`config.mk`:
```
export PLATFORM = sky130hd
export DESIGN_NAME = literal_and_comment_lexer_flat
export DESIGN_NICKNAME = d
export VERILOG_FILES = /design/src/hw/rtl/lcl_pkg.sv /design/src/hw/rtl/lcl_if.sv /design/src/hw/rtl/lcl_front.sv /design/src/hw/rtl/lcl_core.sv /design/src/hw/rtl/lcl_out_queue.sv /design/src/hw/rtl/literal_and_comment_lexer.sv /design/src/flat_wrapper.sv
export SDC_FILE = /design/constraint.sdc
export NUM_CORES = 1
export LEC_CHECK = 0
export ABC_AREA = 1
export BUFFER_PORTS_ARGS = -buffer_cell sky130_fd_sc_hd__buf_2
export CAP_MARGIN = 10
export CORE_MARGIN = 2
export CORE_UTILIZATION = 25
export DETAILED_ROUTE_END_ITERATION = 8
export GPL_TIMING_DRIVEN = 0
export PLACE_DENSITY = 0.43
export SLEW_MARGIN = 25
export SYNTH_ARGS = -nofsm -noshare
export SYNTH_HDL_FRONTEND = slang
export SYNTH_SLANG_ARGS = --single-unit
export TNS_END_PERCENT = 30
```
`constraint.sdc`:
```
create_clock -name clock -period 5.85 [get_ports clock]
set_clock_uncertainty 0.05 [all_clocks]
set_input_delay 0.585 -clock clock [delete_from_list [all_inputs] [get_ports clock]]
set_output_delay 0.585 -clock clock [all_outputs]
set_load 0.01 [all_outputs]
```
`src/hw/rtl/lcl_pkg.sv`:
```
// Shared types, character codes and classification helpers for the lexer.
`default_nettype none
package lcl_pkg;

   localparam logic [2:0] KIND_EMPTY    = 3'd0;
   localparam logic [2:0] KIND_INT      = 3'd1;
   localparam logic [2:0] KIND_PUNCT    = 3'd2;
   localparam logic [2:0] KIND_OTHER    = 3'd3;
   localparam logic [2:0] KIND_UNCLOSED = 3'd4;
   localparam logic [2:0] KIND_BADHEX   = 3'd5;

   localparam logic [3:0] MODE_IDLE      = 4'd0;
   localparam logic [3:0] MODE_EMPTY     = 4'd1;
   localparam logic [3:0] MODE_LINE      = 4'd2;
   localparam logic [3:0] MODE_NEST      = 4'd3;
   localparam logic [3:0] MODE_NEST_SKIP = 4'd4;
   localparam logic [3:0] MODE_HEX_SIGN  = 4'd5;
   localparam logic [3:0] MODE_HEX       = 4'd6;
   localparam logic [3:0] MODE_OCTAL     = 4'd7;
   localparam logic [3:0] MODE_OTHER     = 4'd8;
   localparam logic [3:0] MODE_SKIP      = 4'd9;

   localparam logic [7:0] CH_NUL    = 8'h00;
   localparam logic [7:0] CH_SPACE  = 8'h20;
   localparam logic [7:0] CH_TAB    = 8'h09;
   localparam logic [7:0] CH_CR     = 8'h0d;
   localparam logic [7:0] CH_LF     = 8'h0a;
   localparam logic [7:0] CH_HASH   = 8'h23;
   localparam logic [7:0] CH_LPAREN = 8'h28;
   localparam logic [7:0] CH_RPAREN = 8'h29;
   localparam logic [7:0] CH_STAR   = 8'h2a;
   localparam logic [7:0] CH_MINUS  = 8'h2d;
   localparam logic [7:0] CH_EQUAL  = 8'h3d;
   localparam logic [7:0] CH_LBRACK = 8'h5b;
   localparam logic [7:0] CH_RBRACK = 8'h5d;
   localparam logic [7:0] CH_LBRACE = 8'h7b;
   localparam logic [7:0] CH_RBRACE = 8'h7d;
   localparam logic [7:0] CH_X      = 8'h78;
   localparam logic [7:0] CH_0      = 8'h30;
   localparam logic [7:0] CH_7      = 8'h37;
   localparam logic [7:0] CH_9      = 8'h39;
   localparam logic [7:0] CH_LA     = 8'h61;
   localparam logic [7:0] CH_LF_HEX = 8'h66;
   localparam logic [7:0] CH_UA     = 8'h41;
   localparam logic [7:0] CH_UF     = 8'h46;

   // Lookahead code for "no following byte"
   localparam logic [8:0] NO_NEXT = 9'h100;

   typedef struct packed {
      logic       has_held;
      logic [7:0] held_byte;
      logic [7:0] text_byte;
      logic       end_of_text;
   } entry_type;

   typedef struct packed {
      logic [2:0]        kind;
      logic signed [63:0] value;
      logic [15:0]       length;
   } result_type;

   typedef struct packed {
      logic       push;
      logic       seal;
      result_type data;
   } emit_type;

   typedef struct packed {
      logic [3:0] mode;
      logic       neg;
      logic       nest;
      logic       punct;
      logic       pair;
   } start_type;

   function automatic logic is_space(input logic [7:0] c);
      return c == CH_SPACE || (c >= CH_TAB && c <= CH_CR);
   endfunction

   function automatic logic is_pair(input logic [7:0] c, input logic [8:0] n);
      return (c == CH_EQUAL && n == {1'b0, CH_EQUAL}) ||
             (c == CH_LPAREN && n == {1'b0, CH_STAR}) ||
             (c == CH_STAR && n == {1'b0, CH_RPAREN});
   endfunction

   function automatic logic is_single(input logic [7:0] c);
      return c == CH_NUL || c == CH_LBRACE || c == CH_RBRACE ||
             c == CH_LBRACK || c == CH_RBRACK;
   endfunction

   function automatic logic starts_delim(input logic [7:0] c, input logic [8:0] n);
      return is_single(c) || is_space(c) || c == CH_HASH || is_pair(c, n);
   endfunction

   function automatic logic starts_empty(input logic [7:0] c, input logic [8:0] n);
      return is_space(c) || c == CH_HASH || (c == CH_LPAREN && n == {1'b0, CH_STAR});
   endfunction

   // {valid, digit}
   function automatic logic [4:0] hex_digit(input logic [7:0] c);
      logic [7:0] d;
      d = 8'd0;
      if (c >= CH_0 && c <= CH_9) begin
         d = c - CH_0;
         return {1'b1, d[3:0]};
      end
      if (c >= CH_LA && c <= CH_LF_HEX) begin
         d = c - CH_LA + 8'd10;
         return {1'b1, d[3:0]};
      end
      if (c >= CH_UA && c <= CH_UF) begin
         d = c - CH_UA + 8'd10;
         return {1'b1, d[3:0]};
      end
      return 5'd0;
   endfunction

   // Classify the first byte of a new token
   function automatic start_type start_of(input logic [7:0] c, input logic [8:0] n);
      start_type r;
      r = '{mode: MODE_IDLE, neg: 1'b0, nest: 1'b0, punct: 1'b0, pair: 1'b0};
      priority if (is_space(c)) begin
         r.mode = MODE_EMPTY;
      end else if (c == CH_HASH) begin
         r.mode = MODE_LINE;
      end else if (c == CH_LPAREN && n == {1'b0, CH_STAR}) begin
         r.mode = MODE_NEST_SKIP;
         r.nest = 1'b1;
      end else if (is_single(c)) begin
         r.punct = 1'b1;
      end else if (is_pair(c, n)) begin
         r.punct = 1'b1;
         r.pair  = 1'b1;
         r.mode  = MODE_SKIP;
      end else if (c == CH_X) begin
         r.mode = MODE_HEX;
      end else if (c == CH_MINUS && n == {1'b0, CH_X}) begin
         r.mode = MODE_HEX_SIGN;
         r.neg  = 1'b1;
      end else if (c == CH_MINUS && n == {1'b0, CH_0}) begin
         r.mode = MODE_OCTAL;
         r.neg  = 1'b1;
      end else if (c == CH_0) begin
         r.mode = MODE_OCTAL;
      end else begin
         r.mode = MODE_OTHER;
      end
      return r;
   endfunction

endpackage
`default_nettype wire

```
`src/hw/rtl/lcl_if.sv`:
```
// Valid/ready channel interfaces for text bytes and tokens.
`default_nettype none
interface lcl_req_if;
   logic       valid;
   logic       ready;
   logic [7:0] text_byte;
   logic       end_of_text;
   modport source (output valid, output text_byte, output end_of_text, input ready);
   modport sink (input valid, input text_byte, input end_of_text, output ready);
endinterface

interface lcl_rsp_if;
   logic               valid;
   logic               ready;
   logic [2:0]         token_kind;
   logic signed [63:0] token_value;
   logic [15:0]        token_length;
   logic               last_result;
   modport source (output valid, output token_kind, output token_value,
                   output token_length, output last_result, input ready);
   modport sink (input valid, input token_kind, input token_value,
                 input token_length, input last_result, output ready);
endinterface
`default_nettype wire

```
`src/hw/rtl/lcl_front.sv`:
```
// Front end: lookahead byte register and two-entry work queue.
`default_nettype none
module lcl_front (
   input  wire logic              clock,
   input  wire logic              reset,
   lcl_req_if.sink                req,
   output lcl_pkg::entry_type     ent,
   output logic                   ent_valid,
   input  wire logic              ent_pop
);
   lcl_pkg::entry_type q_ff [2];
   logic       rd_ff, rd_in, wr_ff, wr_in;
   logic [1:0] cnt_ff, cnt_in;
   logic       held_valid_ff, held_valid_in;
   logic [7:0] held_ff, held_in;
   logic       take, push, pop;

   assign req.ready = cnt_ff != 2'd2;
   assign take      = req.valid && req.ready;
   // a byte with nothing held and no end only fills the lookahead
   assign push      = take && (held_valid_ff || req.end_of_text);
   assign pop       = ent_pop && ent_valid;
   assign ent_valid = cnt_ff != 2'd0;
   assign ent       = q_ff[rd_ff];

   always_comb begin
      held_valid_in = held_valid_ff;
      held_in       = held_ff;
      if (take) begin
         held_valid_in = !req.end_of_text;
         held_in       = req.text_byte;
      end
      rd_in  = pop ? !rd_ff : rd_ff;
      wr_in  = push ? !wr_ff : wr_ff;
      cnt_in = cnt_ff + {1'b0, push} - {1'b0, pop};
   end

   always_ff @(posedge clock) begin
      if (reset) begin
         held_valid_ff <= 1'b0;
         rd_ff         <= 1'b0;
         wr_ff         <= 1'b0;
         cnt_ff        <= 2'd0;
      end else begin
         held_valid_ff <= held_valid_in;
         rd_ff         <= rd_in;
         wr_ff         <= wr_in;
         cnt_ff        <= cnt_in;
      end
   end

   always_ff @(posedge clock) begin
      held_ff <= held_in;
      if (push) begin
         q_ff[wr_ff] <= '{has_held: held_valid_ff, held_byte: held_ff,
                          text_byte: req.text_byte, end_of_text: req.end_of_text};
      end
   end
endmodule
`default_nettype wire

```
`src/hw/rtl/lcl_core.sv`:
```
// Back end: lexer state machine, one step per cycle unless stalled.
`default_nettype none
module lcl_core #(
   parameter int VALUE_BITS  = 64,
   parameter int LENGTH_BITS = 16,
   parameter int NEST_BITS   = 8
) (
   input  wire logic               clock,
   input  wire logic               reset,
   input  wire lcl_pkg::entry_type ent,
   input  wire logic               ent_valid,
   output logic                    ent_pop,
   input  wire logic               out_room,
   output lcl_pkg::emit_type       emit
);
   localparam logic [1:0] PH_HELD  = 2'd0;
   localparam logic [1:0] PH_BYTE  = 2'd1;
   localparam logic [1:0] PH_FLUSH = 2'd2;

   logic [3:0]             mode_ff, mode_in;
   logic [NEST_BITS-1:0]   depth_ff, depth_in;
   logic [VALUE_BITS-1:0]  acc_ff, acc_in;
   logic                   neg_ff, neg_in;
   logic [LENGTH_BITS-1:0] len_ff, len_in;
   logic [1:0]             phase_ff, phase_in;
   logic                   busy_ff, busy_in;
   logic                   defer_ff, defer_in;

   logic                   go, advance, want_start;
   logic [1:0]             phase;
   logic [7:0]             c;
   logic [8:0]             n;
   lcl_pkg::start_type     st;
   logic [4:0]             hd;
   logic [LENGTH_BITS-1:0] len_inc;
   logic [VALUE_BITS-1:0]  lit;
   logic signed [63:0]     lit_sx;
   logic [31:0]            len_wide;
   logic [LENGTH_BITS-1:0] emit_len;

   assign go    = ent_valid && out_room;
   assign phase = busy_ff ? phase_ff : (ent.has_held ? PH_HELD : PH_BYTE);
   assign c     = (phase == PH_HELD) ? ent.held_byte : ent.text_byte;
   assign n     = (phase == PH_HELD) ? {1'b0, ent.text_byte} : lcl_pkg::NO_NEXT;
   assign st    = lcl_pkg::start_of(c, n);
   assign hd    = lcl_pkg::hex_digit(c);
   assign len_inc = (&len_ff) ? len_ff : len_ff + 1'b1;
   assign lit     = neg_ff ? (~acc_ff + 1'b1) : acc_ff;
   assign lit_sx  = $signed(lit);
   assign len_wide = 32'(emit_len);

   always_comb begin
      mode_in    = mode_ff;
      depth_in   = depth_ff;
      acc_in     = acc_ff;
      neg_in     = neg_ff;
      len_in     = len_ff;
      defer_in   = 1'b0;
      advance    = 1'b1;
      want_start = 1'b0;
      emit       = '0;
      emit_len   = len_ff;

      if (defer_ff) begin
         want_start = 1'b1;
      end else if (phase == PH_FLUSH) begin
         unique case (mode_ff)
            lcl_pkg::MODE_EMPTY, lcl_pkg::MODE_LINE: begin
               emit.push      = 1'b1;
               emit.data.kind = lcl_pkg::KIND_EMPTY;
            end
            lcl_pkg::MODE_NEST, lcl_pkg::MODE_NEST_SKIP: begin
               emit.push      = 1'b1;
               emit.data.kind = lcl_pkg::KIND_UNCLOSED;
            end
            lcl_pkg::MODE_HEX_SIGN, lcl_pkg::MODE_HEX, lcl_pkg::MODE_OCTAL: begin
               emit.push       = 1'b1;
               emit.data.kind  = lcl_pkg::KIND_INT;
               emit.data.value = lit_sx;
            end
            lcl_pkg::MODE_OTHER: begin
               emit.push      = 1'b1;
               emit.data.kind = lcl_pkg::KIND_OTHER;
            end
            default: begin
            end
         endcase
         mode_in  = lcl_pkg::MODE_IDLE;
         depth_in = '0;
         acc_in   = '0;
         neg_in   = 1'b0;
         len_in   = '0;
      end else begin
         unique case (mode_ff)
            lcl_pkg::MODE_SKIP: begin
               mode_in = lcl_pkg::MODE_IDLE;
            end
            lcl_pkg::MODE_EMPTY: begin
               if (lcl_pkg::starts_empty(c, n)) begin
                  len_in = len_inc;
                  if (c == lcl_pkg::CH_HASH) begin
                     mode_in = lcl_pkg::MODE_LINE;
                  end else if (c == lcl_pkg::CH_LPAREN) begin
                     depth_in = NEST_BITS'(1);
                     mode_in  = lcl_pkg::MODE_NEST_SKIP;
                  end
               end else begin
                  emit.push      = 1'b1;
                  emit.data.kind = lcl_pkg::KIND_EMPTY;
                  want_start     = 1'b1;
               end
            end
            lcl_pkg::MODE_LINE: begin
               len_in = len_inc;
               if (c == lcl_pkg::CH_LF) begin
                  mode_in = lcl_pkg::MODE_EMPTY;
               end
            end
            lcl_pkg::MODE_NEST: begin
               len_in = len_inc;
               if (c == lcl_pkg::CH_LPAREN && n == {1'b0, lcl_pkg::CH_STAR}) begin
                  if (!(&depth_ff)) depth_in = depth_ff + 1'b1;
                  mode_in = lcl_pkg::MODE_NEST_SKIP;
               end else if (c == lcl_pkg::CH_STAR && n == {1'b0, lcl_pkg::CH_RPAREN}) begin
                  if (depth_ff != '0) depth_in = depth_ff - 1'b1;
                  mode_in = lcl_pkg::MODE_NEST_SKIP;
               end
            end
            lcl_pkg::MODE_NEST_SKIP: begin
               len_in  = len_inc;
               mode_in = (depth_ff == '0) ? lcl_pkg::MODE_EMPTY : lcl_pkg::MODE_NEST;
            end
            lcl_pkg::MODE_HEX_SIGN: begin
               len_in  = len_inc;
               mode_in = lcl_pkg::MODE_HEX;
            end
            lcl_pkg::MODE_HEX: begin
               if (lcl_pkg::starts_delim(c, n)) begin
                  emit.push       = 1'b1;
                  emit.data.kind  = lcl_pkg::KIND_INT;
                  emit.data.value = lit_sx;
                  want_start      = 1'b1;
               end else if (hd[4]) begin
                  acc_in = {acc_ff[VALUE_BITS-5:0], hd[3:0]};
                  len_in = len_inc;
               end else begin
                  emit.push      = 1'b1;
                  emit.data.kind = lcl_pkg::KIND_BADHEX;
                  emit_len       = len_inc;
                  mode_in        = lcl_pkg::MODE_IDLE;
                  depth_in       = '0;
                  acc_in         = '0;
                  neg_in         = 1'b0;
                  len_in         = '0;
               end
            end
            lcl_pkg::MODE_OCTAL: begin
               if (lcl_pkg::starts_delim(c, n)) begin
                  emit.push       = 1'b1;
                  emit.data.kind  = lcl_pkg::KIND_INT;
                  emit.data.value = lit_sx;
                  want_start      = 1'b1;
               end else if (c >= lcl_pkg::CH_0 && c <= lcl_pkg::CH_7) begin
                  acc_in = {acc_ff[VALUE_BITS-4:0], c[2:0]};
                  len_in = len_inc;
               end else begin
                  len_in  = len_inc;
                  mode_in = lcl_pkg::MODE_OTHER;
               end
            end
            lcl_pkg::MODE_OTHER: begin
               if (lcl_pkg::starts_delim(c, n)) begin
                  emit.push      = 1'b1;
                  emit.data.kind = lcl_pkg::KIND_OTHER;
                  want_start     = 1'b1;
               end else begin
                  len_in = len_inc;
               end
            end
            default: begin
               want_start = 1'b1;
            end
         endcase
      end

      if (want_start) begin
         if (emit.push && st.punct) begin
            // one result per cycle: defer and retry the same byte
            defer_in = 1'b1;
            advance  = 1'b0;
         end else begin
            mode_in  = st.mode;
            depth_in = st.nest ? NEST_BITS'(1) : '0;
            acc_in   = '0;
            neg_in   = st.neg;
            len_in   = LENGTH_BITS'(1);
            if (st.punct) begin
               emit.push      = 1'b1;
               emit.data.kind = lcl_pkg::KIND_PUNCT;
               emit_len       = st.pair ? LENGTH_BITS'(2) : LENGTH_BITS'(1);
               len_in         = '0;
            end
         end
      end

      emit.data.length = len_wide[15:0];

      phase_in = phase;
      busy_in  = busy_ff;
      ent_pop  = 1'b0;
      if (advance) begin
         unique case (phase)
            PH_HELD: begin
               if (ent.end_of_text) phase_in = PH_BYTE;
               else ent_pop = 1'b1;
            end
            PH_BYTE: phase_in = PH_FLUSH;
            default: ent_pop = 1'b1;
         endcase
      end
      busy_in   = !ent_pop;
      emit.seal = ent_pop;
      if (!go) begin
         emit = '0;
         ent_pop = 1'b0;
      end
   end

   always_ff @(posedge clock) begin
      if (reset) begin
         mode_ff  <= lcl_pkg::MODE_IDLE;
         depth_ff <= '0;
         acc_ff   <= '0;
         neg_ff   <= 1'b0;
         len_ff   <= '0;
         phase_ff <= PH_HELD;
         busy_ff  <= 1'b0;
         defer_ff <= 1'b0;
      end else if (go) begin
         mode_ff  <= mode_in;
         depth_ff <= depth_in;
         acc_ff   <= acc_in;
         neg_ff   <= neg_in;
         len_ff   <= len_in;
         phase_ff <= phase_in;
         busy_ff  <= busy_in;
         defer_ff <= defer_in;
      end
   end
endmodule
`default_nettype wire

```
`src/hw/rtl/lcl_out_queue.sv`:
```
// Result queue; the newest result stays held until its last flag is known.
`default_nettype none
module lcl_out_queue (
   input  wire logic              clock,
   input  wire logic              reset,
   input  wire lcl_pkg::emit_type emit,
   output logic                   room,
   lcl_rsp_if.source              rsp
);
   lcl_pkg::result_type data_ff [4];
   logic [3:0] last_ff;
   logic [1:0] rd_ff, wr_ff;
   logic [2:0] cnt_ff;
   logic       open_ff, open_in;
   logic       pop;

   assign room      = cnt_ff != 3'd4;
   assign rsp.valid = (cnt_ff > 3'd1) || (cnt_ff == 3'd1 && !open_ff);
   assign pop       = rsp.valid && rsp.ready;
   assign rsp.token_kind   = data_ff[rd_ff].kind;
   assign rsp.token_value  = data_ff[rd_ff].value;
   assign rsp.token_length = data_ff[rd_ff].length;
   assign rsp.last_result  = last_ff[rd_ff];

   always_comb begin
      open_in = open_ff;
      if (emit.push) open_in = 1'b1;
      if (emit.seal) open_in = 1'b0;
   end

   always_ff @(posedge clock) begin
      if (reset) begin
         rd_ff   <= 2'd0;
         wr_ff   <= 2'd0;
         cnt_ff  <= 3'd0;
         open_ff <= 1'b0;
      end else begin
         rd_ff   <= rd_ff + {1'b0, pop};
         wr_ff   <= wr_ff + {1'b0, emit.push};
         cnt_ff  <= cnt_ff + {2'b0, emit.push} - {2'b0, pop};
         open_ff <= open_in;
      end
   end

   always_ff @(posedge clock) begin
      // mark the newest result of the finished item as its last
      if (emit.push) begin
         data_ff[wr_ff] <= emit.data;
         last_ff[wr_ff] <= emit.seal;
      end else if (emit.seal && open_ff) begin
         last_ff[wr_ff - 2'd1] <= 1'b1;
      end
   end
endmodule
`default_nettype wire

```
`src/hw/rtl/literal_and_comment_lexer.sv`:
```
// Streaming lexer top level: front end, lexer core and result queue.
// One text byte is taken per transfer and held back as lookahead for the next. The lexer
// core lexes each byte in a step of its own, with an extra deferred step when a token ends
// right at a brace, bracket, NUL, "==" or "*)" (two results from one step); a byte marked
// end_of_text is lexed itself and then the pending token is flushed. Up to three tokens
// follow one byte, the last flagged by last_result. The core gives at most one result per
// cycle, hence the deferred step.
`default_nettype none
module literal_and_comment_lexer #(
   parameter int VALUE_BITS  = 64,
   parameter int LENGTH_BITS = 16,
   parameter int NEST_BITS   = 8
) (
   input wire logic  clock,
   input wire logic  reset,
   lcl_req_if.sink   req_chan,
   lcl_rsp_if.source rsp_chan
);
   lcl_pkg::entry_type ent;
   lcl_pkg::emit_type  emit;
   logic               ent_valid, ent_pop, room;

   lcl_front u_front (
      .clock     (clock),
      .reset     (reset),
      .req       (req_chan),
      .ent       (ent),
      .ent_valid (ent_valid),
      .ent_pop   (ent_pop)
   );

   lcl_core #(
      .VALUE_BITS  (VALUE_BITS),
      .LENGTH_BITS (LENGTH_BITS),
      .NEST_BITS   (NEST_BITS)
   ) u_core (
      .clock     (clock),
      .reset     (reset),
      .ent       (ent),
      .ent_valid (ent_valid),
      .ent_pop   (ent_pop),
      .out_room  (room),
      .emit      (emit)
   );

   lcl_out_queue u_out (
      .clock (clock),
      .reset (reset),
      .emit  (emit),
      .room  (room),
      .rsp   (rsp_chan)
   );
endmodule
`default_nettype wire
```
`src/flat_wrapper.sv`:
```
// flat-port wrapper written by rule: the top's interface ports become plain ports
module literal_and_comment_lexer_flat 
#(
   parameter int VALUE_BITS  = 64,
   parameter int LENGTH_BITS = 16,
   parameter int NEST_BITS   = 8
)
  (clock, reset, req_chan_valid, req_chan_text_byte, req_chan_end_of_text, req_chan_ready, rsp_chan_valid, rsp_chan_token_kind, rsp_chan_token_value, rsp_chan_token_length, rsp_chan_last_result, rsp_chan_ready);
  lcl_req_if req_chan_i ();
  lcl_rsp_if rsp_chan_i ();
  input wire logic clock;
  input wire logic reset;
  input wire logic [$bits(req_chan_i.valid)-1:0] req_chan_valid;
  input wire logic [$bits(req_chan_i.text_byte)-1:0] req_chan_text_byte;
  input wire logic [$bits(req_chan_i.end_of_text)-1:0] req_chan_end_of_text;
  output wire logic [$bits(req_chan_i.ready)-1:0] req_chan_ready;
  output wire logic [$bits(rsp_chan_i.valid)-1:0] rsp_chan_valid;
  output wire logic [$bits(rsp_chan_i.token_kind)-1:0] rsp_chan_token_kind;
  output wire logic [$bits(rsp_chan_i.token_value)-1:0] rsp_chan_token_value;
  output wire logic [$bits(rsp_chan_i.token_length)-1:0] rsp_chan_token_length;
  output wire logic [$bits(rsp_chan_i.last_result)-1:0] rsp_chan_last_result;
  input wire logic [$bits(rsp_chan_i.ready)-1:0] rsp_chan_ready;
  assign req_chan_i.valid = req_chan_valid;
  assign req_chan_i.text_byte = req_chan_text_byte;
  assign req_chan_i.end_of_text = req_chan_end_of_text;
  assign req_chan_ready = req_chan_i.ready;
  assign rsp_chan_valid = rsp_chan_i.valid;
  assign rsp_chan_token_kind = rsp_chan_i.token_kind;
  assign rsp_chan_token_value = rsp_chan_i.token_value;
  assign rsp_chan_token_length = rsp_chan_i.token_length;
  assign rsp_chan_last_result = rsp_chan_i.last_result;
  assign rsp_chan_i.ready = rsp_chan_ready;
  literal_and_comment_lexer #(.VALUE_BITS(VALUE_BITS), .LENGTH_BITS(LENGTH_BITS), .NEST_BITS(NEST_BITS)) u_core (.clock(clock), .reset(reset), .req_chan(req_chan_i), .rsp_chan(rsp_chan_i));
endmodule
```
After elaboration in Yosys (flattened, before gate mapping)

Memories as Yosys holds them, arrays and structs flattened. A register that Yosys moved wholly into a read port is not among the register bits.
Cells that the tools add are included.

Add/sub/neg operators: 16
Order comparisons: 15
Eq/ne operators: 32
Multiplexer cells: 160
Bitwise gates (word level): 2
Reduce and logical (&&, ||, !) cells: 55

Operators by type and width:

| cell                                                                                | number |
|---|---|
| 64-bit 2-to-1 mux                                                                   | 11 |
| 16-bit 2-to-1 mux                                                                   | 17 |
| 64-bit one-hot mux with 2 select lines                                              | 2 |
| 67-bit 2-to-1 mux                                                                   | 2 |
| 8-bit 2-to-1 mux                                                                    | 14 |
| 4-bit 2-to-1 mux                                                                    | 25 |
| 85-bit 2-to-1 mux                                                                   | 1 |
| 65-bit 2-to-1 mux                                                                   | 1 |
| 64-bit by 1-bit adder with 64-bit output, second input constant                     | 1 |
| 64-bit NOT                                                                          | 1 |
| 16-bit one-hot mux with 4 select lines                                              | 1 |
| 8-bit by 6-bit == test with 1-bit output, second input constant                     | 7 |
| 1-bit 2-to-1 mux                                                                    | 51 |
| 8-bit by 7-bit == test with 1-bit output, second input constant                     | 5 |
| 5-bit 2-to-1 mux                                                                    | 8 |
| 9-bit by 6-bit == test with 1-bit output, second input constant                     | 4 |
| 4-bit one-hot mux with 8 select lines                                               | 1 |
| 8-bit one-hot mux with 3 select lines                                               | 1 |
| 1-bit logical AND                                                                   | 20 |
| 2-bit 2-to-1 mux                                                                    | 9 |
| 3-bit one-hot mux with 3 select lines                                               | 2 |
| 16-bit by 1-bit adder with 16-bit output, second input constant                     | 1 |
| 4-bit by 3-bit == test with 1-bit output, second input constant                     | 4 |
| 8-bit by 7-bit greater-or-equal comparator with 1-bit output, second input constant | 2 |
| 49 further kinds                                                                    | 89 |

Register bits after elaboration: 122
Bits in writable memories: 368
Output and inout port bits: 86
Logic and storage cells: 300
Memories: 2

Memory list:

| name                 | words | bits a word | rd ports | clocked after memory_dff | wr ports | line                | RTL |
|---|---|---|---|---|---|---|---|
| u_core.u_out.data_ff | 4     | 83          | 1        | 1                        | 1        | lcl_out_queue.sv:10 | `lcl_pkg::result_type data_ff [4];` |
| u_core.u_front.q_ff  | 2     | 18          | 1        | 1                        | 1        | lcl_front.sv:11     | `lcl_pkg::entry_type q_ff [2];` |

Longest topological paths before layout

Gate-level depths: netlist of the first run.

Depth in word-level cells: 26
Gate-level depth with buffers: 31

By module

Synthesis of the first run repeated with hierarchy kept, for this count alone.

Cells, all modules: 3391
Area, all modules: 27317.4 µm²

Modules (own cells, without submodules):

| module        | instances | cells an instance | area each (µm²) | sequential area each (µm²) |
|---|---|---|---|---|
| lcl_out_queue | 1         | 891               | 12973.7         | 10249.8 |
| lcl_core      | 1         | 2392              | 12454.4         | 1941.9 |
| lcl_front     | 1         | 108               | 1889.3          | 1441.4 |

Least setup slack after synthesis of the first run

Ideal clock, no wire load.

Path kind: reg2reg
From: reg with a tool-made name
To: mem u_core.u_out.data_ff[0][0] (netlist name) (enable)
Library setup time: 437 ps
Data arrival time: 4008 ps
Slack: 1355 ps
Stages on the path, launching flop included: 23
Period minus slack after synthesis: 4495 ps
Cells stage by stage: dfxtp_1 > buf_4 > inv_4 > nand2_2 > nand3_4 > nand3_4 > buf_6 > nor2_1 > nand3_1 > nor2_1 > nand3_2 > nand3_2 > nor2_4 > nand2_4 > nand2_4 > nand3_1 > nand2_1 > nand2_2 > buf_6 > nand2_1 > a21oi_4 > nand2_1 > inv_1

RTL lines:

| what          | line |
|---|---|
| end, declared | lcl_out_queue.sv:10 |

==> results of run 1 <==
## metal layers
layer | up-vias | part of all wire (%) | GRT usage (%)
li1 | 11878 | - | -
met4 | 2 | 2.7 | 5.16
met3 | 143 | 5.4 | 2.17
met1 | 11557 | 47 | 25.2
met2 | 714 | 45 | 28.0
met5 | - | 0.013 | 0
## cell usage after synthesis (all sizes together)
master	instances
o21bai	1
o22ai	84
nor2	354
nor3b	2
nor4	16
o2bb2ai	1
o21a	9
inv	265
dfxtp	111
or2	5
o31ai	3
edfxtp	380
buf	53
clkbuf	182
o21ai	510
a211oi	2
a32oi	1
nand2	741
clkinv	3
a41oi	1
xor2	34
ha	13
nand3b	2
fa	1
a22oi	1
mux2i	1
nand3	125
xnor2	3
o221ai	1
nor3	37
nand4	32
o311a	1
a31oi	7
o41ai	2
a21oi	316
o211ai	62
## worst paths after layout
kind | from | to | slack [ns]
max | u_core.u_out.rd_ff[0]$_SDFF_PP0_ | rsp_chan_token_value[58] | 1.06
min | req_chan_text_byte[2] | u_core.u_front.held_ff[2]$_DFFE_PP_ | 0.12
max reg2reg | u_core.u_out.cnt_ff[1]$_SDFF_PP0_ | u_core.u_out.data_ff[3][68]$_DFFE_PP_ | 1.12
min reg2reg | u_core.u_front.held_ff[6]$_DFFE_PP_ | u_core.u_front.q_ff[0][15]$_DFFE_PP_ | 0.39
## power by group through the flow
stage                     logic [mW]  clock network [mW]  registers (mW)
after floorplan                 4.04                   0            4.27
after global placement          6.43                   0            4.40
after detailed placement        6.42                   0            4.39
after CTS                       6.45                3.80            4.32
after global routing            7.13                3.93            4.36
final                           6.46                3.71            4.32
## critical path, cell delays in order, from the launching register on
cell and delay, ns:
dfxtp_1 0.48, clkbuf_1 0.47, inv_1 0.42, clkbuf_1 0.76, clkbuf_1 0.54, o21ai_0 0.16
o22ai_1 0.40, buf_2 0.24
## flip-flops by register name, indices dropped and copies added (netlist names), 4 cells and up, named ones only
signal	cells
u_core.u_front.held_ff	8
u_core.u_core.mode_ff	4
u_core.u_out.last_ff	4
u_core.u_core.depth_ff	8
u_core.u_out.data_ff	332
u_core.u_core.acc_ff	64
u_core.u_core.len_ff	16
u_core.u_front.q_ff	36
## cells by family (layout without fill, tap and decap cells)
group | count (synthesis) | after routing
XOR/XNOR | 37 | 37
adder cells (fa/ha/maj) | 14 | 14
multiplexers | 1 | 1
buffers and inverters | 503 | 714
other | 0 | 2
AO/OA/AOI/OAI | 1002 | 1002
flip-flops | 491 | 491
AND/OR/NAND/NOR | 1314 | 1314
## metrics by stage
| stage | hold slack, ns | setup WS, ns |
|---|---|---|
| after floorplan | 0.371 | 1.36 |
| after global placement | 0.376 | -1.18 |
| after detailed placement | 0.380 | 1.23 |
| after global routing | 0.0906 | 0.872 |
| after CTS | 0.0840 | 0.842 |
| final | 0.117 | 1.06 |
## cell type report
cell class,count,area (um2),area share [%]
Sequential cell,491,13600,43.5
Multi-Input combinational cell,2368,11400,36.3
Tap cell,1403,1760,5.60
Clock buffer,73,1570,5.00
Inverter,268,1030,3.28
Buffer,235,1020,3.24
Timing Repair Buffer,101,596,1.90
Clock inverter,37,384,1.22
Antenna cell,2,5.00,0.0160
==> impl_metrics.xml, run 1 <==
<?xml version="1.0" encoding="UTF-8"?>
<metrics>
  <group name="power_and_ir_drop">
    <metric name="p_per_area" unit="nW/um2">462</metric>
    <metric name="pwr-share-clk" unit="%">25.6</metric>
    <metric name="finalPower" unit="mW">14.5</metric>
    <metric name="int_power" unit="mW">7.83</metric>
    <metric name="combinationalPowerShare" unit="%">44.6</metric>
    <metric name="seqPwrFrac" unit="%">29.8</metric>
    <metric name="peakVddDrop" unit="uV">271</metric>
    <metric name="power.share.switching" unit="%">46.0</metric>
    <metric name="total_leakage_power" unit="nW">10.5</metric>
    <metric name="total_switching_power" unit="mW">6.66</metric>
  </group>
  <group name="logic_synthesis">
    <metric name="xor_xnor_share_of_the_synthesized_area" unit="%">1.20</metric>
    <metric name="synth_adder_area_share" unit="%">0.676</metric>
    <metric name="postSynthCellCount" unit="">3362</metric>
    <metric name="synth-simple-area-share" unit="%">20.1</metric>
    <metric name="avgSynthCellArea" unit="um2">8.04</metric>
    <metric name="synth_top_family_by_area" unit="">simple AND/OR/NAND/NOR gates</metric>
    <metric name="number_of_flip_flops_and_latches_in_the_synthesized_netlist" unit="">491</metric>
    <metric name="yosys.area.top_type_share" unit="%">42.2</metric>
    <metric name="yosysWarningCount" unit="">0</metric>
    <metric name="syn_nets" unit="">3389</metric>
    <metric name="post_synth_main_area_contributors" unit="">edfxtp_1 42%, nand2_1 10%, o21ai_0 9.3%, dfxtp_1 8.2%, a21oi_1 5.6%</metric>
    <metric name="synth_sequential_area_ratio" unit="%">50.5</metric>
    <metric name="synth_compound_area_share" unit="%">20.0</metric>
    <metric name="synth.mux.area_fraction" unit="%">0.0370</metric>
    <metric name="synth_cell_types" unit="">54</metric>
    <metric name="syn-cell-area" unit="um2">27000</metric>
    <metric name="synthDominantAreaCellType" unit="">edfxtp_1</metric>
  </group>
  <group name="route">
    <metric name="routedWlPerCell" unit="um">20.2</metric>
    <metric name="vias" unit="">24294</metric>
    <metric name="finalWirelength" unit="um">101000</metric>
    <metric name="drt_pre_antenna_iters" unit="">7</metric>
    <metric name="drtAntennaViolNets" unit="">0</metric>
    <metric name="routed_via_density" unit="">4.88</metric>
    <metric name="detailed_router_s_first_iteration_violation_count" unit="">2276</metric>
    <metric name="drcViolationCount" unit="">0</metric>
  </group>
  <group name="sta">
    <metric name="rsz0062_at_grt" unit="">false</metric>
    <metric name="layout_worst_path_cycle_share" unit="%">81.9</metric>
    <metric name="timing.max_slew.rel_slack" unit="%">22.9</metric>
    <metric name="tns" unit="ns">0</metric>
    <metric name="timing.final.setup_violations" unit="">0</metric>
    <metric name="finalWorstPathRequiredPeriod" unit="ns">4.79</metric>
    <metric name="finalHoldViolCount" unit="">0</metric>
    <metric name="max_clock_freq" unit="MHz">209</metric>
    <metric name="tightest_slew" unit="ns">1.16</metric>
    <metric name="report.final.slew_viol_count" unit="">0</metric>
  </group>
  <group name="final_layout">
    <metric name="postLayoutCoreUtil" unit="%">29.3</metric>
    <metric name="layout_commonest_cell" unit="">nand2_1</metric>
    <metric name="final_standard_cell_area_without_fillers" unit="um2">31400</metric>
    <metric name="layout-drive-gt1-share" unit="%">8.62</metric>
    <metric name="mostFrequentLayoutCells" unit="">728 x nand2_1, 499 x o21ai_0, 380 x edfxtp_1</metric>
    <metric name="net_count_reported_at_finish" unit="">3550</metric>
    <metric name="layoutNonFillerInstCount" unit="">4978</metric>
    <metric name="layout.filler_cells" unit="">11679</metric>
    <metric name="synthToLayoutAreaGrowth" unit="%">16.1</metric>
  </group>
  <group name="placement">
    <metric name="detailed_place_hpwl" unit="um">71900</metric>
    <metric name="postPlaceCellArea" unit="um2">29400</metric>
    <metric name="port_buffers" unit="">97</metric>
    <metric name="dp_cells" unit="">4866</metric>
    <metric name="finalWeightedCongestion" unit="">0.913</metric>
  </group>
  <group name="floorplanning">
    <metric name="die_height" unit="um">333</metric>
    <metric name="start_util" unit="%">25.2</metric>
    <metric name="placeableCoreArea" unit="um2">107000</metric>
    <metric name="dieArea" unit="um2">111000</metric>
    <metric name="num_io_pins" unit="">99</metric>
    <metric name="rows" unit="">120</metric>
    <metric name="die_width" unit="um">333</metric>
  </group>
  <group name="critical_path">
    <metric name="rr_worst_depth" unit="">11</metric>
    <metric name="worstSetupStartpointType" unit="">flop</metric>
    <metric name="worst-path-max-fanout" unit="">10</metric>
    <metric name="worstPathArrival" unit="ns">4.16</metric>
    <metric name="critical_path.endpoint_type" unit="">output pin</metric>
    <metric name="criticalPathCategory" unit="">reg2out</metric>
    <metric name="critical_path_required" unit="ns">5.22</metric>
  </group>
  <group name="clock_tree">
    <metric name="worst_setup_hold_path_clk_slew" unit="ns">0.06</metric>
    <metric name="cts_tree" unit="">built</metric>
    <metric name="clk-insertion-delay-late" unit="ns">0.64</metric>
    <metric name="clockRootBuffer" unit="">clkbuf_16</metric>
    <metric name="post_cts_buffers" unit="">0</metric>
    <metric name="cts.sinks" unit="">491</metric>
    <metric name="tritoncts_buffer_count" unit="">58</metric>
    <metric name="cts-htree-levels" unit="">2</metric>
    <metric name="postCtsResizedCells" unit="">0</metric>
    <metric name="max-clock-path-buffers" unit="">3</metric>
    <metric name="holdBufCountCts" unit="">0</metric>
  </group>
  <group name="grt">
    <metric name="grt_overflow_total" unit="">0</metric>
    <metric name="first_global_vias" unit="">23134</metric>
    <metric name="grt_max_degree" unit="">59</metric>
    <metric name="first_pass_grt_wire_length" unit="um">151000</metric>
    <metric name="grt_usage" unit="%">17.7</metric>
    <metric name="antenna_violations_before_repair" unit="">3</metric>
  </group>
  <group name="hold_path">
    <metric name="holdPathStages" unit="">1</metric>
    <metric name="worstHoldPathType" unit="">in2reg</metric>
  </group>
  <group name="flow_run">
    <metric name="max_cap_violations" unit="">0</metric>
  </group>
  <group name="outcome">
    <metric name="result_of_the_run" unit="">completed</metric>
  </group>
</metrics>
(Power assumes the default switching activity.)
==> run 2: changes to the inputs <==
--- a/config.mk
+++ b/config.mk
@@ -5,7 +5,7 @@
 export SDC_FILE = /design/constraint.sdc
 export NUM_CORES = 1
 export LEC_CHECK = 0
-export ABC_AREA = 1
+export ABC_AREA = 0
 export BUFFER_PORTS_ARGS = -buffer_cell sky130_fd_sc_hd__buf_2
 export CAP_MARGIN = 10
 export CORE_MARGIN = 2
==> constraint.sdc (replaced) <==
create_clock -name clock -period 4.8 [get_ports clock]
set_clock_uncertainty 0.05 [all_clocks]
set_input_delay 0.48 -clock clock [delete_from_list [all_inputs] [get_ports clock]]
set_output_delay 0.48 -clock clock [all_outputs]
set_load 0.01 [all_outputs]
==> impl_metrics.xml, run 2 <==
<?xml version="1.0" encoding="UTF-8"?>
<metrics>
  <group name="final_layout">
    <metric name="synthToLayoutAreaGrowth" unit="%">20.4</metric>
    <metric name="layout_commonest_cell" unit="">edfxtp_1</metric>
    <metric name="net_count_reported_at_finish" unit="">2400</metric>
    <metric name="ff_latch_area" unit="um2">13600</metric>
    <metric name="mostFrequentLayoutCells" unit="">380 x edfxtp_1, 236 x nand2_1, 200 x nor2_1</metric>
    <metric name="top_register" unit="">u_core.u_out.data_ff</metric>
    <metric name="layout-drive-gt1-share" unit="%">18.7</metric>
    <metric name="layout.filler_cells" unit="">9963</metric>
    <metric name="top_regs" unit="">u_core.u_out.data_ff (332), u_core.u_core.acc_ff (64), u_core.u_front.q_ff (36)</metric>
    <metric name="multiInputGateArea" unit="um2">10800</metric>
    <metric name="layoutNonFillerInstCount" unit="">3708</metric>
    <metric name="number_of_flip_flops_under_the_largest_register_name" unit="">332</metric>
    <metric name="diodes" unit="">0</metric>
  </group>
  <group name="logic_synthesis">
    <metric name="postSynthCellCount" unit="">2184</metric>
    <metric name="syn_nets" unit="">2211</metric>
    <metric name="synth-edff-count" unit="">380</metric>
    <metric name="number_of_flip_flops_and_latches_in_the_synthesized_netlist" unit="">491</metric>
    <metric name="synthDominantAreaCellType" unit="">edfxtp_1</metric>
    <metric name="synth.cells.most_frequent" unit="">380 x edfxtp_1, 237 x nand2_1, 208 x nor2_1</metric>
    <metric name="avgSynthCellArea" unit="um2">11.4</metric>
    <metric name="syn-cell-area" unit="um2">24900</metric>
    <metric name="post_synth_main_area_contributors" unit="">edfxtp_1 46%, dfxtp_1 8.9%, mux4_2 7.7%, nand2_1 3.6%, nor2_1 3.1%</metric>
    <metric name="synth.most_common_cell" unit="">edfxtp_1</metric>
    <metric name="prevailing_post_synth_register_cell" unit="">edfxtp_1</metric>
    <metric name="yosys.area.top_type_share" unit="%">45.8</metric>
    <metric name="synth-async-reset-ratio" unit="%">0</metric>
    <metric name="synth_cell_types" unit="">102</metric>
    <metric name="yosysWarningCount" unit="">0</metric>
    <metric name="synth_sequential_area_ratio" unit="%">54.7</metric>
  </group>
  <group name="floorplanning">
    <metric name="dieArea" unit="um2">102000</metric>
    <metric name="placeableCoreArea" unit="um2">98600</metric>
    <metric name="num_io_pins" unit="">99</metric>
    <metric name="rows" unit="">115</metric>
    <metric name="die_height" unit="um">320</metric>
    <metric name="die_width" unit="um">320</metric>
    <metric name="start_util" unit="%">25.3</metric>
  </group>
  <group name="clock_tree">
    <metric name="cts-htree-levels" unit="">2</metric>
    <metric name="tritoncts_buffer_count" unit="">56</metric>
    <metric name="clockRootBuffer" unit="">clkbuf_16</metric>
    <metric name="cts.sinks" unit="">491</metric>
    <metric name="clk-insertion-delay-late" unit="ns">0.64</metric>
    <metric name="max-clock-path-buffers" unit="">3</metric>
    <metric name="cts_tree" unit="">built</metric>
    <metric name="worst_setup_hold_path_clk_slew" unit="ns">0.06</metric>
  </group>
  <group name="power_and_ir_drop">
    <metric name="peakVddDrop" unit="uV">305</metric>
    <metric name="finalPower" unit="mW">14.7</metric>
    <metric name="total_leakage_power" unit="nW">9.44</metric>
    <metric name="p_per_area" unit="nW/um2">489</metric>
  </group>
  <group name="sta">
    <metric name="tns" unit="ns">0</metric>
    <metric name="setup_slack" unit="ns">0.112</metric>
    <metric name="tightest_slew" unit="ns">1.08</metric>
    <metric name="finalHoldViolCount" unit="">0</metric>
    <metric name="timing.final.setup_violations" unit="">0</metric>
    <metric name="layout_worst_path_cycle_share" unit="%">97.7</metric>
    <metric name="max_clock_freq" unit="MHz">213</metric>
    <metric name="timing.max_slew.rel_slack" unit="%">28.1</metric>
    <metric name="finalWorstPathRequiredPeriod" unit="ns">4.69</metric>
    <metric name="rsz0062_at_grt" unit="">true</metric>
    <metric name="report.final.slew_viol_count" unit="">0</metric>
  </group>
  <group name="route">
    <metric name="drt_pre_antenna_iters" unit="">5</metric>
    <metric name="detailed_router_s_first_iteration_violation_count" unit="">1523</metric>
    <metric name="vias" unit="">18775</metric>
    <metric name="routedWlPerCell" unit="um">21.8</metric>
    <metric name="drcViolationCount" unit="">0</metric>
    <metric name="routed_via_density" unit="">5.06</metric>
    <metric name="drtAntennaViolNets" unit="">0</metric>
    <metric name="finalWirelength" unit="um">80700</metric>
  </group>
  <group name="grt">
    <metric name="grt_usage" unit="%">15.6</metric>
    <metric name="grt_overflow_total" unit="">0</metric>
    <metric name="grt_max_degree" unit="">20</metric>
    <metric name="first_pass_grt_wire_length" unit="um">122000</metric>
    <metric name="antenna_violations_before_repair" unit="">1</metric>
    <metric name="first_global_vias" unit="">18906</metric>
  </group>
  <group name="critical_path">
    <metric name="worst-path-max-fanout" unit="">10</metric>
    <metric name="worstSetupStartpointType" unit="">flop</metric>
    <metric name="critical_path_required" unit="ns">5.15</metric>
    <metric name="rr_worst_depth" unit="">13</metric>
    <metric name="critical_path.endpoint_type" unit="">flop</metric>
    <metric name="worstPathArrival" unit="ns">5.04</metric>
    <metric name="criticalPathCategory" unit="">reg2reg</metric>
  </group>
  <group name="placement">
    <metric name="detailed_place_hpwl" unit="um">58700</metric>
    <metric name="finalWeightedCongestion" unit="">0.886</metric>
    <metric name="dp_cells" unit="">3596</metric>
    <metric name="pre_cts_ws" unit="ns">-0.713</metric>
    <metric name="port_buffers" unit="">98</metric>
  </group>
  <group name="outcome">
    <metric name="result_of_the_run" unit="">completed</metric>
  </group>
  <group name="flow_run">
    <metric name="max_cap_violations" unit="">0</metric>
  </group>
  <group name="hold_path">
    <metric name="worstHoldPathType" unit="">in2reg</metric>
    <metric name="holdPathStages" unit="">1</metric>
  </group>
</metrics>
==> run 2: cell types whose count changed after synthesis, moves of 64 or more <==
cell     delta
a21oi_1   -213
inv_1     -228
mux4_2     +85
nand2_1   -491
nand3_1    -72
nor2_1    -139
o21ai_0   -361
o22ai_1    -64
==> run 2: area by class of cell <==
cell class                 count  share of cell area, %
buffer                       183                   2.66
clock buffer                  68                   4.82
clock inverter                38                   1.66
inverter                      27                  0.338
multi-input combinational   1481                   36.1
sequential                   491                   45.4
tap                         1287                   5.36
timing repair buffer         133                   3.65
==> run 2: power breakdown <==
group	leakage, nW	switching (mW)	internal (mW)
logic	4.45	3.34	1.84
registers	4.06	0.156	4.87
clock network	0.930	1.83	2.65
total	9.44	5.32	9.36
==> run 2: cells by family (layout without fill, tap and decap cells) <==
kind of cell | after synthesis | count (layout) | synth area share (%)
and+or+nand+nor | 705 | 705 | 13.4
muxes | 141 | 141 | 10.0
xor gates and xnor gates | 88 | 88 | 3.09
DFF | 491 | 491 | 54.7
adders and majority gates | 14 | 14 | 0.733
AOI/OAI and AO/OA | 533 | 533 | 14.6
buffers and inverters | 212 | 449 | 3.43
==> run 2: final timing paths <==
| kind | startpoint | endpoint | slack [ns] |
|---|---|---|---|
| max | flop | u_core.u_out.data_ff[2][1]$_DFFE_PP_ | 0.11 |
| min | req_chan_text_byte[6] | u_core.u_front.q_ff[0][7]$_DFFE_PP_ | 0.03 |
| max reg2reg | flop | u_core.u_out.data_ff[2][1]$_DFFE_PP_ | 0.11 |
| min reg2reg | u_core.u_front.held_ff[3]$_DFFE_PP_ | u_core.u_front.q_ff[0][12]$_DFFE_PP_ | 0.37 |
==> run 2: what timing repair did <==
action,in CTS,in global routing
pin swaps,1,1
resized for setup,10,19
setup buffers,2,0
endpoints found under the setup margin,113,298
hold endpoints to repair,18,0
hold buffers,6,0
==> run 2: critical path, stage by stage, from the launching register on <==
cell	delay, ns
dfxtp_1	0.35
buf_4	0.19
buf_6	0.19
nor3b_1	0.37
o21ai_0	0.21
mux2i_1	0.46
a22o_1	0.31
a221o_1	0.16
buf_2	0.26
a211oi_2	0.11
a311oi_2	0.56
nor2_1	0.32
or4_1	0.55
a21oi_1	0.39
==> run 2: through the flow <==
stage          utilization (%)  cell area, um2  hold slack (ns)
2_1_floorplan                -           25200            0.371
3_3_place_gp              27.7           27300            0.379
3_5_place_dp              28.3           27900            0.385
4_1_cts                   30.4           29900          0.00147
5_1_grt                   30.5           30000           0.0241
6_report                  30.5           30000           0.0347
==> run 2: metal layers <==
| metal | vias to the layer above | share of wire, % | wire [um] | global-route usage (%) |
|---|---|---|---|---|
| met1 | 9338 | 45 | 36500 | 21.1 |
| met2 | 611 | 46 | 37000 | 25.0 |
| li1 | 8700 | - | - | - |
| met4 | 2 | 3.5 | 2860 | 5.57 |
| met5 | - | 0.014 | 11 | 0 |
| met3 | 124 | 5.4 | 4320 | 2.67 |
